[src/sv/mmlp_pkg.sv]
// ----------------------------------------------------------------------------
// mmlp_pkg
// Shared types, codes and character constants for the memory map line parser.
// ----------------------------------------------------------------------------
package mmlp_pkg;

   localparam int CharWidth  = 8;
   localparam int PhaseWidth = 4;
   localparam int RspWidth   = 336;
   localparam int RecWidth   = 329;

   // parser phases
   localparam logic [PhaseWidth-1:0] PH_START0 = 4'd0;
   localparam logic [PhaseWidth-1:0] PH_START1 = 4'd1;
   localparam logic [PhaseWidth-1:0] PH_END    = 4'd2;
   localparam logic [PhaseWidth-1:0] PH_PERM   = 4'd3;
   localparam logic [PhaseWidth-1:0] PH_OFFSET = 4'd4;
   localparam logic [PhaseWidth-1:0] PH_MAJOR  = 4'd5;
   localparam logic [PhaseWidth-1:0] PH_MINOR  = 4'd6;
   localparam logic [PhaseWidth-1:0] PH_INODE  = 4'd7;
   localparam logic [PhaseWidth-1:0] PH_PATH   = 4'd8;
   localparam logic [PhaseWidth-1:0] PH_ERR    = 4'd9;
   localparam logic [PhaseWidth-1:0] PH_DONE   = 4'd10;

   // record status codes
   localparam logic [3:0] ST_OK        = 4'd0;
   localparam logic [3:0] ST_NO_START  = 4'd1;
   localparam logic [3:0] ST_NO_END    = 4'd2;
   localparam logic [3:0] ST_PERM_LEN  = 4'd3;
   localparam logic [3:0] ST_PERM_CHAR = 4'd4;
   localparam logic [3:0] ST_NO_OFFSET = 4'd5;
   localparam logic [3:0] ST_NO_MAJOR  = 4'd6;
   localparam logic [3:0] ST_NO_MINOR  = 4'd7;
   localparam logic [3:0] ST_NO_INODE  = 4'd8;

   localparam logic [2:0] PERM_LEN     = 3'd4;
   localparam logic [2:0] PERM_LEN_MAX = 3'd5;

   localparam logic [CharWidth-1:0] CH_DASH  = 8'h2D;
   localparam logic [CharWidth-1:0] CH_COLON = 8'h3A;
   localparam logic [CharWidth-1:0] CH_SLASH = 8'h2F;
   localparam logic [CharWidth-1:0] CH_R     = 8'h72;
   localparam logic [CharWidth-1:0] CH_W     = 8'h77;
   localparam logic [CharWidth-1:0] CH_X     = 8'h78;
   localparam logic [CharWidth-1:0] CH_S     = 8'h73;
   localparam logic [CharWidth-1:0] CH_P     = 8'h70;
   localparam logic [CharWidth-1:0] CH_SPACE = 8'h20;
   localparam logic [CharWidth-1:0] CH_TAB   = 8'h09;
   localparam logic [CharWidth-1:0] CH_CR    = 8'h0D;
   localparam logic [CharWidth-1:0] CH_0     = 8'h30;
   localparam logic [CharWidth-1:0] CH_9     = 8'h39;
   localparam logic [CharWidth-1:0] CH_LA    = 8'h61;
   localparam logic [CharWidth-1:0] CH_LF    = 8'h66;
   localparam logic [CharWidth-1:0] CH_UA    = 8'h41;
   localparam logic [CharWidth-1:0] CH_UF    = 8'h46;

   // first member lands in the top bits, start_address in the lowest
   typedef struct packed {
      logic [3:0]  status;
      logic        path_is_file;
      logic [63:0] inode_number;
      logic [31:0] device_minor;
      logic [31:0] device_major;
      logic [62:0] file_offset;
      logic [1:0]  sharing;
      logic [2:0]  protection;
      logic [63:0] end_address;
      logic [63:0] start_address;
   } record_type;

   function automatic logic is_blank(input logic [CharWidth-1:0] c);
      return (c == CH_SPACE) || ((c >= CH_TAB) && (c <= CH_CR));
   endfunction

endpackage

[src/sv/mmlp_core.sv]
// ----------------------------------------------------------------------------
// mmlp_core
// Parser state and per-character update; forms the record at line end.
// ----------------------------------------------------------------------------
module mmlp_core (
   input  logic                                 clock,
   input  logic                                 reset,
   input  logic                                 feed_en,
   input  logic                                 line_end,
   input  logic                                 end_only,
   input  logic [mmlp_pkg::CharWidth-1:0]       ch,
   output mmlp_pkg::record_type                 record
);
   import mmlp_pkg::*;

   logic [PhaseWidth-1:0] phase_ff, phase_in;
   logic                  tok_ff, tok_in;
   logic                  stop_ff, stop_in;
   logic [63:0]           start_ff, start_in;
   logic [63:0]           end_ff, end_in;
   logic [62:0]           offset_ff, offset_in;
   logic [31:0]           major_ff, major_in;
   logic [31:0]           minor_ff, minor_in;
   logic [63:0]           inode_ff, inode_in;
   logic [4:0]            perm_ff, perm_in;
   logic [2:0]            count_ff, count_in;
   logic [3:0]            err_ff, err_in;
   logic                  file_ff, file_in;

   logic                  blank;
   logic                  dec_mode;
   logic                  digit_ok;
   logic [3:0]            digit;
   logic [63:0]           acc_sel;
   logic [67:0]           acc_sum;
   logic                  ovf64, ovf63, ovf32;
   logic                  do_take;
   logic                  acc_wr;
   logic [3:0]            status;

   assign blank    = is_blank(ch);
   assign dec_mode = (phase_ff == PH_INODE);

   always_comb begin
      digit_ok = 1'b1;
      digit    = 4'd0;
      if ((ch >= CH_0) && (ch <= CH_9)) begin
         digit = 4'(ch - CH_0);
      end else if (!dec_mode && (ch >= CH_LA) && (ch <= CH_LF)) begin
         digit = 4'(ch - CH_LA + 8'd10);
      end else if (!dec_mode && (ch >= CH_UA) && (ch <= CH_UF)) begin
         digit = 4'(ch - CH_UA + 8'd10);
      end else begin
         digit_ok = 1'b0;
      end
   end

   always_comb begin
      case (phase_ff)
         PH_START0, PH_START1: begin
            acc_sel = start_ff;
         end
         PH_END: begin
            acc_sel = end_ff;
         end
         PH_OFFSET: begin
            acc_sel = {1'b0, offset_ff};
         end
         PH_MAJOR: begin
            acc_sel = {32'd0, major_ff};
         end
         PH_MINOR: begin
            acc_sel = {32'd0, minor_ff};
         end
         PH_INODE: begin
            acc_sel = inode_ff;
         end
         default: begin
            acc_sel = 64'd0;
         end
      endcase
   end

   // acc * base + digit; saturation when the sum leaves the field width
   assign acc_sum = (dec_mode ? ({1'b0, acc_sel, 3'd0} + {3'd0, acc_sel, 1'b0})
                              : {acc_sel, 4'd0}) + {64'd0, digit};
   assign ovf64 = |acc_sum[67:64];
   assign ovf63 = |acc_sum[67:63];
   assign ovf32 = |acc_sum[67:32];

   always_comb begin
      phase_in  = phase_ff;
      tok_in    = tok_ff;
      stop_in   = stop_ff;
      start_in  = start_ff;
      end_in    = end_ff;
      offset_in = offset_ff;
      major_in  = major_ff;
      minor_in  = minor_ff;
      inode_in  = inode_ff;
      perm_in   = perm_ff;
      count_in  = count_ff;
      err_in    = err_ff;
      file_in   = file_ff;
      do_take   = 1'b0;
      acc_wr    = 1'b0;

      if (!end_only) begin
         case (phase_ff)
            PH_START0, PH_START1: begin
               phase_in = PH_START1;
               if (ch == CH_DASH) begin
                  phase_in = PH_END;
               end else if (tok_ff || !blank) begin
                  do_take = 1'b1;
               end
            end
            PH_END, PH_OFFSET, PH_MINOR, PH_INODE: begin
               if (!blank) begin
                  do_take = 1'b1;
               end else if (tok_ff) begin
                  case (phase_ff)
                     PH_END:    phase_in = PH_PERM;
                     PH_OFFSET: phase_in = PH_MAJOR;
                     PH_MINOR:  phase_in = PH_INODE;
                     default:   phase_in = PH_PATH;
                  endcase
               end
            end
            PH_PERM: begin
               if (blank) begin
                  if (tok_ff) begin
                     if (count_ff != PERM_LEN) begin
                        err_in = ST_PERM_LEN;
                     end
                     phase_in = ((count_ff != PERM_LEN) || (err_ff != ST_OK)) ?
                                PH_ERR : PH_OFFSET;
                  end
               end else begin
                  tok_in = 1'b1;
                  if (count_ff < PERM_LEN_MAX) begin
                     count_in = count_ff + 3'd1;
                  end
                  case (ch)
                     CH_R:    perm_in = perm_ff | 5'b00001;
                     CH_W:    perm_in = perm_ff | 5'b00010;
                     CH_X:    perm_in = perm_ff | 5'b00100;
                     CH_S:    perm_in = perm_ff | 5'b01000;
                     CH_P:    perm_in = perm_ff | 5'b10000;
                     CH_DASH: perm_in = perm_ff;
                     default: err_in  = ST_PERM_CHAR;
                  endcase
               end
            end
            PH_MAJOR: begin
               if (ch == CH_COLON) begin
                  phase_in = PH_MINOR;
               end else if (tok_ff || !blank) begin
                  do_take = 1'b1;
               end
            end
            PH_PATH: begin
               if (!blank) begin
                  file_in  = (ch == CH_SLASH);
                  phase_in = PH_DONE;
               end
            end
            default: begin
               phase_in = phase_ff;
            end
         endcase
      end

      if (phase_in != phase_ff && phase_ff != PH_START0) begin
         tok_in  = 1'b0;
         stop_in = 1'b0;
      end

      if (do_take) begin
         tok_in = 1'b1;
         if (!stop_ff) begin
            if (!digit_ok) begin
               stop_in = 1'b1;
            end else begin
               acc_wr = 1'b1;
            end
         end
      end

      if (acc_wr) begin
         case (phase_ff)
            PH_START0, PH_START1: start_in  = ovf64 ? '1 : acc_sum[63:0];
            PH_END:               end_in    = ovf64 ? '1 : acc_sum[63:0];
            PH_OFFSET:            offset_in = ovf63 ? '1 : acc_sum[62:0];
            PH_MAJOR:             major_in  = ovf32 ? '1 : acc_sum[31:0];
            PH_MINOR:             minor_in  = ovf32 ? '1 : acc_sum[31:0];
            PH_INODE:             inode_in  = ovf64 ? '1 : acc_sum[63:0];
            default:              start_in  = start_ff;
         endcase
      end
   end

   always_comb begin
      case (phase_in)
         PH_START0: status = ST_NO_START;
         PH_START1: status = ST_NO_END;
         PH_END:    status = tok_in ? ST_PERM_LEN : ST_NO_END;
         PH_PERM: begin
            if (!tok_in || (count_in != PERM_LEN)) begin
               status = ST_PERM_LEN;
            end else begin
               status = (err_in != ST_OK) ? ST_PERM_CHAR : ST_NO_OFFSET;
            end
         end
         PH_OFFSET: status = tok_in ? ST_NO_MAJOR : ST_NO_OFFSET;
         PH_MAJOR:  status = ST_NO_MINOR;
         PH_MINOR:  status = tok_in ? ST_NO_INODE : ST_NO_MINOR;
         PH_INODE:  status = tok_in ? ST_OK : ST_NO_INODE;
         PH_ERR:    status = err_in;
         default:   status = ST_OK;
      endcase
   end

   always_comb begin
      record        = '0;
      record.status = status;
      if (status == ST_OK) begin
         record.start_address = start_in;
         record.end_address   = end_in;
         record.protection    = perm_in[2:0];
         record.sharing       = perm_in[4:3];
         record.file_offset   = offset_in;
         record.device_major  = major_in;
         record.device_minor  = minor_in;
         record.inode_number  = inode_in;
         record.path_is_file  = file_in;
      end
   end

   always_ff @(posedge clock) begin
      if (reset || (feed_en && line_end)) begin
         phase_ff  <= PH_START0;
         tok_ff    <= 1'b0;
         stop_ff   <= 1'b0;
         start_ff  <= '0;
         end_ff    <= '0;
         offset_ff <= '0;
         major_ff  <= '0;
         minor_ff  <= '0;
         inode_ff  <= '0;
         perm_ff   <= '0;
         count_ff  <= '0;
         err_ff    <= '0;
         file_ff   <= 1'b0;
      end else if (feed_en) begin
         phase_ff  <= phase_in;
         tok_ff    <= tok_in;
         stop_ff   <= stop_in;
         start_ff  <= start_in;
         end_ff    <= end_in;
         offset_ff <= offset_in;
         major_ff  <= major_in;
         minor_ff  <= minor_in;
         inode_ff  <= inode_in;
         perm_ff   <= perm_in;
         count_ff  <= count_in;
         err_ff    <= err_in;
         file_ff   <= file_in;
      end
   end

endmodule

[src/sv/memory_map_line_parser.sv]
// ----------------------------------------------------------------------------
// memory_map_line_parser
// Parses one memory map text line, one character per transaction, into a
// record of addresses, permissions, offset, device, inode and status.
// ----------------------------------------------------------------------------
// Takes one character per clock while the input is not stalled. Each
// transaction passes an input register and then the combinational parser
// update into the result register, which holds a line's record once the
// transaction that ends the line has passed both. The rate is set by the
// parser state loop, consuming one character per cycle unless stalled.
// A held record stalls the input only when the next queued transaction also
// ends a line.
module memory_map_line_parser (
   input  logic                              clock,
   input  logic                              reset,
   input  logic                              req_tvalid,
   output logic                              req_tready,
   input  logic [7:0]                        req_tdata,   // ch[7:0]
   input  logic                              req_tlast,
   input  logic                              req_tuser,   // end_only
   output logic                              rsp_tvalid,
   input  logic                              rsp_tready,
   // start_address[63:0], end_address[127:64], protection[130:128],
   // sharing[132:131], file_offset[195:133], device_major[227:196],
   // device_minor[259:228], inode_number[323:260], path_is_file[324],
   // status[328:325], zero pad[335:329]
   output logic [mmlp_pkg::RspWidth-1:0]     rsp_tdata
);
   import mmlp_pkg::*;

   logic                 in_valid_ff;
   logic [CharWidth-1:0] in_ch_ff;
   logic                 in_last_ff;
   logic                 in_end_only_ff;
   logic                 in_ends;
   logic                 advance;
   logic                 feed_en;
   logic                 out_valid_ff;
   record_type           out_rec_ff;
   record_type           record;

   assign in_ends    = in_last_ff || in_end_only_ff;
   assign advance    = !in_ends || !out_valid_ff || rsp_tready;
   assign feed_en    = in_valid_ff && advance;
   assign req_tready = !in_valid_ff || advance;

   always_ff @(posedge clock) begin
      if (reset) begin
         in_valid_ff <= 1'b0;
      end else if (req_tready) begin
         in_valid_ff <= req_tvalid;
      end
   end

   always_ff @(posedge clock) begin
      if (req_tready && req_tvalid) begin
         in_ch_ff       <= req_tdata;
         in_last_ff     <= req_tlast;
         in_end_only_ff <= req_tuser;
      end
   end

   mmlp_core u_core (
      .clock    (clock),
      .reset    (reset),
      .feed_en  (feed_en),
      .line_end (in_ends),
      .end_only (in_end_only_ff),
      .ch       (in_ch_ff),
      .record   (record)
   );

   always_ff @(posedge clock) begin
      if (reset) begin
         out_valid_ff <= 1'b0;
      end else if (feed_en && in_ends) begin
         out_valid_ff <= 1'b1;
      end else if (rsp_tready) begin
         out_valid_ff <= 1'b0;
      end
   end

   always_ff @(posedge clock) begin
      if (feed_en && in_ends) begin
         out_rec_ff <= record;
      end
   end

   assign rsp_tvalid = out_valid_ff;
   assign rsp_tdata  = {(RspWidth-RecWidth)'(0), out_rec_ff};

endmodule

[config.mk]
export PLATFORM = sky130hd
export DESIGN_NAME = memory_map_line_parser
export DESIGN_NICKNAME = d
export VERILOG_FILES = /design/src/sv/mmlp_pkg.sv /design/src/sv/mmlp_core.sv /design/src/sv/memory_map_line_parser.sv
export SDC_FILE = /design/constraint.sdc
export NUM_CORES = 2
export LEC_CHECK = 0
export BUFFER_PORTS_ARGS = -buffer_cell sky130_fd_sc_hd__buf_4
export CORE_MARGIN = 2
export CORE_UTILIZATION = 41
export CTS_CLUSTER_DIAMETER = 30
export DETAILED_ROUTE_END_ITERATION = 7
export MAX_ROUTING_LAYER = met4
export PLACE_DENSITY = 0.69
export SYNTH_ARGS = -nofsm -noshare
export SYNTH_HDL_FRONTEND = slang
export SYNTH_SLANG_ARGS = --single-unit
[constraint.sdc]
create_clock -name clock -period 10.1 [get_ports clock]
set_clock_uncertainty 0.05 [all_clocks]
set_input_delay 0 -clock clock [delete_from_list [all_inputs] [get_ports clock]]
set_output_delay 0 -clock clock [all_outputs]
set_load 0.01 [all_outputs]
==> results.ini <==
[yosys]
netlist_area_sq_um = 37500
synthDominantCellAreaShare_pct = 27.1
yosysUniqueCellTypes = 117
synth.most_common_cell = nor2_1
async_flop_share_pct = 0
avgSynthCellArea_sq_um = 8.77
yosysSeqAreaShare_pct = 45.3
ys_warn_count = 0
synth_area_leaders = edfxtp_1 27%, dfxtp_1 18%, nor2_1 7.7%, o21ai_0 5.6%, a31oi_1 5.1%
synth_seq_cells = 679
synth_common_cells = 770 x nor2_1, 421 x o21ai_0, 340 x dfxtp_1
synthCells = 4276
synth_ff_type = dfxtp_1
synth-edff-count = 339
yosys.area.top_type = edfxtp_1

[sta]
grt_setup_unrepaired = false
hold_viol_final = 0
tns_ps = 0
hold_slack_ps = 274
fmax_mhz = 107
period_share_pct = 92.4
min_period_ps = 9330
max-slew-margin-rel_pct = 17.1
worst_pin_slew_ps = 1210
slew_violations = 0
layout_setup_ws_ps = 766
setup_viol = 0

[worst_setup_path]
worst_ep_required_time_ps = 10600
critPathKind = reg -> reg
max_stage_delay_ps = 980
slowest_stage = dfxtp_2
critPathLaunchType = register
reg2reg_setup_slack_ps = 770
critPathCaptureType = register
path_max_fanout = 41
crit_arrival_ps = 9830
worst-r2r-cell-count = 26
startpoint = u_core.phase_ff[0]$_SDFFE_PP0P_
rr_startpoint = u_core.phase_ff[0]$_SDFFE_PP0P_

[clock_tree]
cts_root_buf = clkbuf_16
cts_setup_buffers = 0
clockBufferDepth = 3
cts_max_level = 4
insertion_delay_ps = 780
cts_inserted_buffers = 145
clk_pin_slew_ps = 50
cts_tree = built
clock-sinks = 679

[grt]
grtUsageTotal_pct = 32.0
grt_max_degree = 170
grt_first_pass_wirelength_microns = 223000
grt_pass1_vias = 34660
antenna_found_initial = 0
overflow = 0

[route]
met3WireLength_microns = 12200
num_vias = 36916
via_per_inst = 6.31
first_pass_iters = 7
dr_wl_met2_microns = 70000
drc = 0
routed.top_layer = met4
drtIter0Drc = 5003
wl_met1_microns = 63500
wl_per_cell_microns = 25.9
routed_wirelength_microns = 152000
drtAntennaViolNets = 0

[run]
max_cap_violations = 0

[layout]
layout-drive-gt1-share_pct = 17.4
fin_util_pct = 51.5
areaGrowthSynthToFinish_pct = 23.9
fin_nets = 4621
design_area_sq_um = 46500
antenna_cells = 0

[die]
ioPinCount = 352
num_rows = 110
dieArea_sq_um = 93900
core-area_sq_um = 90300
fp.dieW_microns = 306
initial_utilization_pct = 41.6
die_h_microns = 306

[placed_design]
port_buffers = 344
gp_congestion = 1.07
place_ws_ps = 1150
hpwl_microns = 107000
postPlaceCellArea_sq_um = 41200

[worst_hold_path]
whs_path_depth = 5
hp-start = reset
hold_path.class = in -> reg

[power]
power.leakage_uw = 0.0166
vdd_drop_max_uv = 104
power_density_nw_per_um2 = 177

[status]
status = completed

what timing repair did:
action	CTS	global route
gates resized for setup	0	0
hold endpoints to repair	65	0
hold buffers	26	0
placed cells by master (no fill, tap or decap), drive strengths merged, types with 30 or more instances in the layout:
cell type  count
a211oi        30
a21o          41
a21oi        228
a22oi         58
a311oi        70
a31oi        305
and2          39
and3          68
buf          460
clkbuf       179
clkinv        50
dfxtp        340
edfxtp       339
ha            54
inv           70
mux2i         31
nand2        198
nand3         84
nand4         36
nor2         772
nor2b         30
nor3          79
o21ai        436
xnor2         67
xor2          37
per-stage QoR:
| step | std cells | total power [uW] |
|---|---|---|
| finish | 5851 | 8250 |
| global route | 5851 | 8470 |
| CTS | 5851 | 8280 |
| detailed placement | 5554 | 3480 |
| global placement | 5554 | 3480 |
| floorplan | 4282 | 3300 |
critical path: cells and delay by family, from the launching register on:
| family | cells | cell delay [ps] |
|---|---|---|
| AO/OA/AOI/OAI | 11 | 3060 |
| adder cells (fa/ha/maj) | 1 | 490 |
| flip-flops | 1 | 980 |
| AND/OR/NAND/NOR | 7 | 2360 |
| multiplexers | 1 | 430 |
| buffers and inverters | 6 | 1670 |
layout make-up:
class                   instances  area, sq um
multi-input cells            3183        18900
well taps                    1176         1470
repair buffers                486         3880
inverters                      56          218
clock inverters                92         1050
clock buffers                 179         4000
flip-flops and latches        679        17000
fillers                      8366        43800
final timing paths:
| check | endpoint |
|---|---|
| setup / recovery | rsp_tdata[288]$_SDFFCE_PP0P_ |
| hold / removal | u_core.err_ff[3]$_SDFFE_PP0P_ |
| setup reg to reg | rsp_tdata[288]$_SDFFCE_PP0P_ |
| hold reg to reg | u_core.stop_ff$_SDFFE_PP0P_ |
per-layer routing:
layer | track usage [%] | vias up
li1 | - | 16591
met1 | 41.9 | 18023
met2 | 49.5 | 1939
met3 | 5.28 | 363
met4 | 12.7 | 0
met5 | - | -
state kept, by name (all words and copies together), names as in the netlist:
register	cells
in_end_only_ff	1
u_core.end_ff	64
u_core.start_ff	64
in_ch_ff	8
rsp_tvalid	1
u_core.minor_ff	32
u_core.perm_ff	5
in_last_ff	1
u_core.count_ff	3
u_core.file_ff	1
in_valid_ff	1
u_core.offset_ff	63
rsp_tdata	329
u_core.stop_ff	1
u_core.phase_ff	4
u_core.major_ff	32
u_core.tok_ff	1
u_core.inode_ff	64
u_core.err_ff	4
cells by family after synthesis:
group | synth area share [%]
AOI/OAI and AO/OA | 24.9
xor gates and xnor gates | 2.47
adders and majority gates | 2.12
buffers and inverters | 4.76
DFF | 45.3
muxes | 1.13
other | 0.0100
and+or+nand+nor | 19.3
report_power, final:
| part | internal, uW | switching (uW) |
|---|---|---|
| registers | 2960 | 42.1 |
| clock network | 3150 | 1650 |
| logic | 140 | 300 |
| total | 6260 | 1990 |
Note: power is estimated with default switching activity, not from simulation.
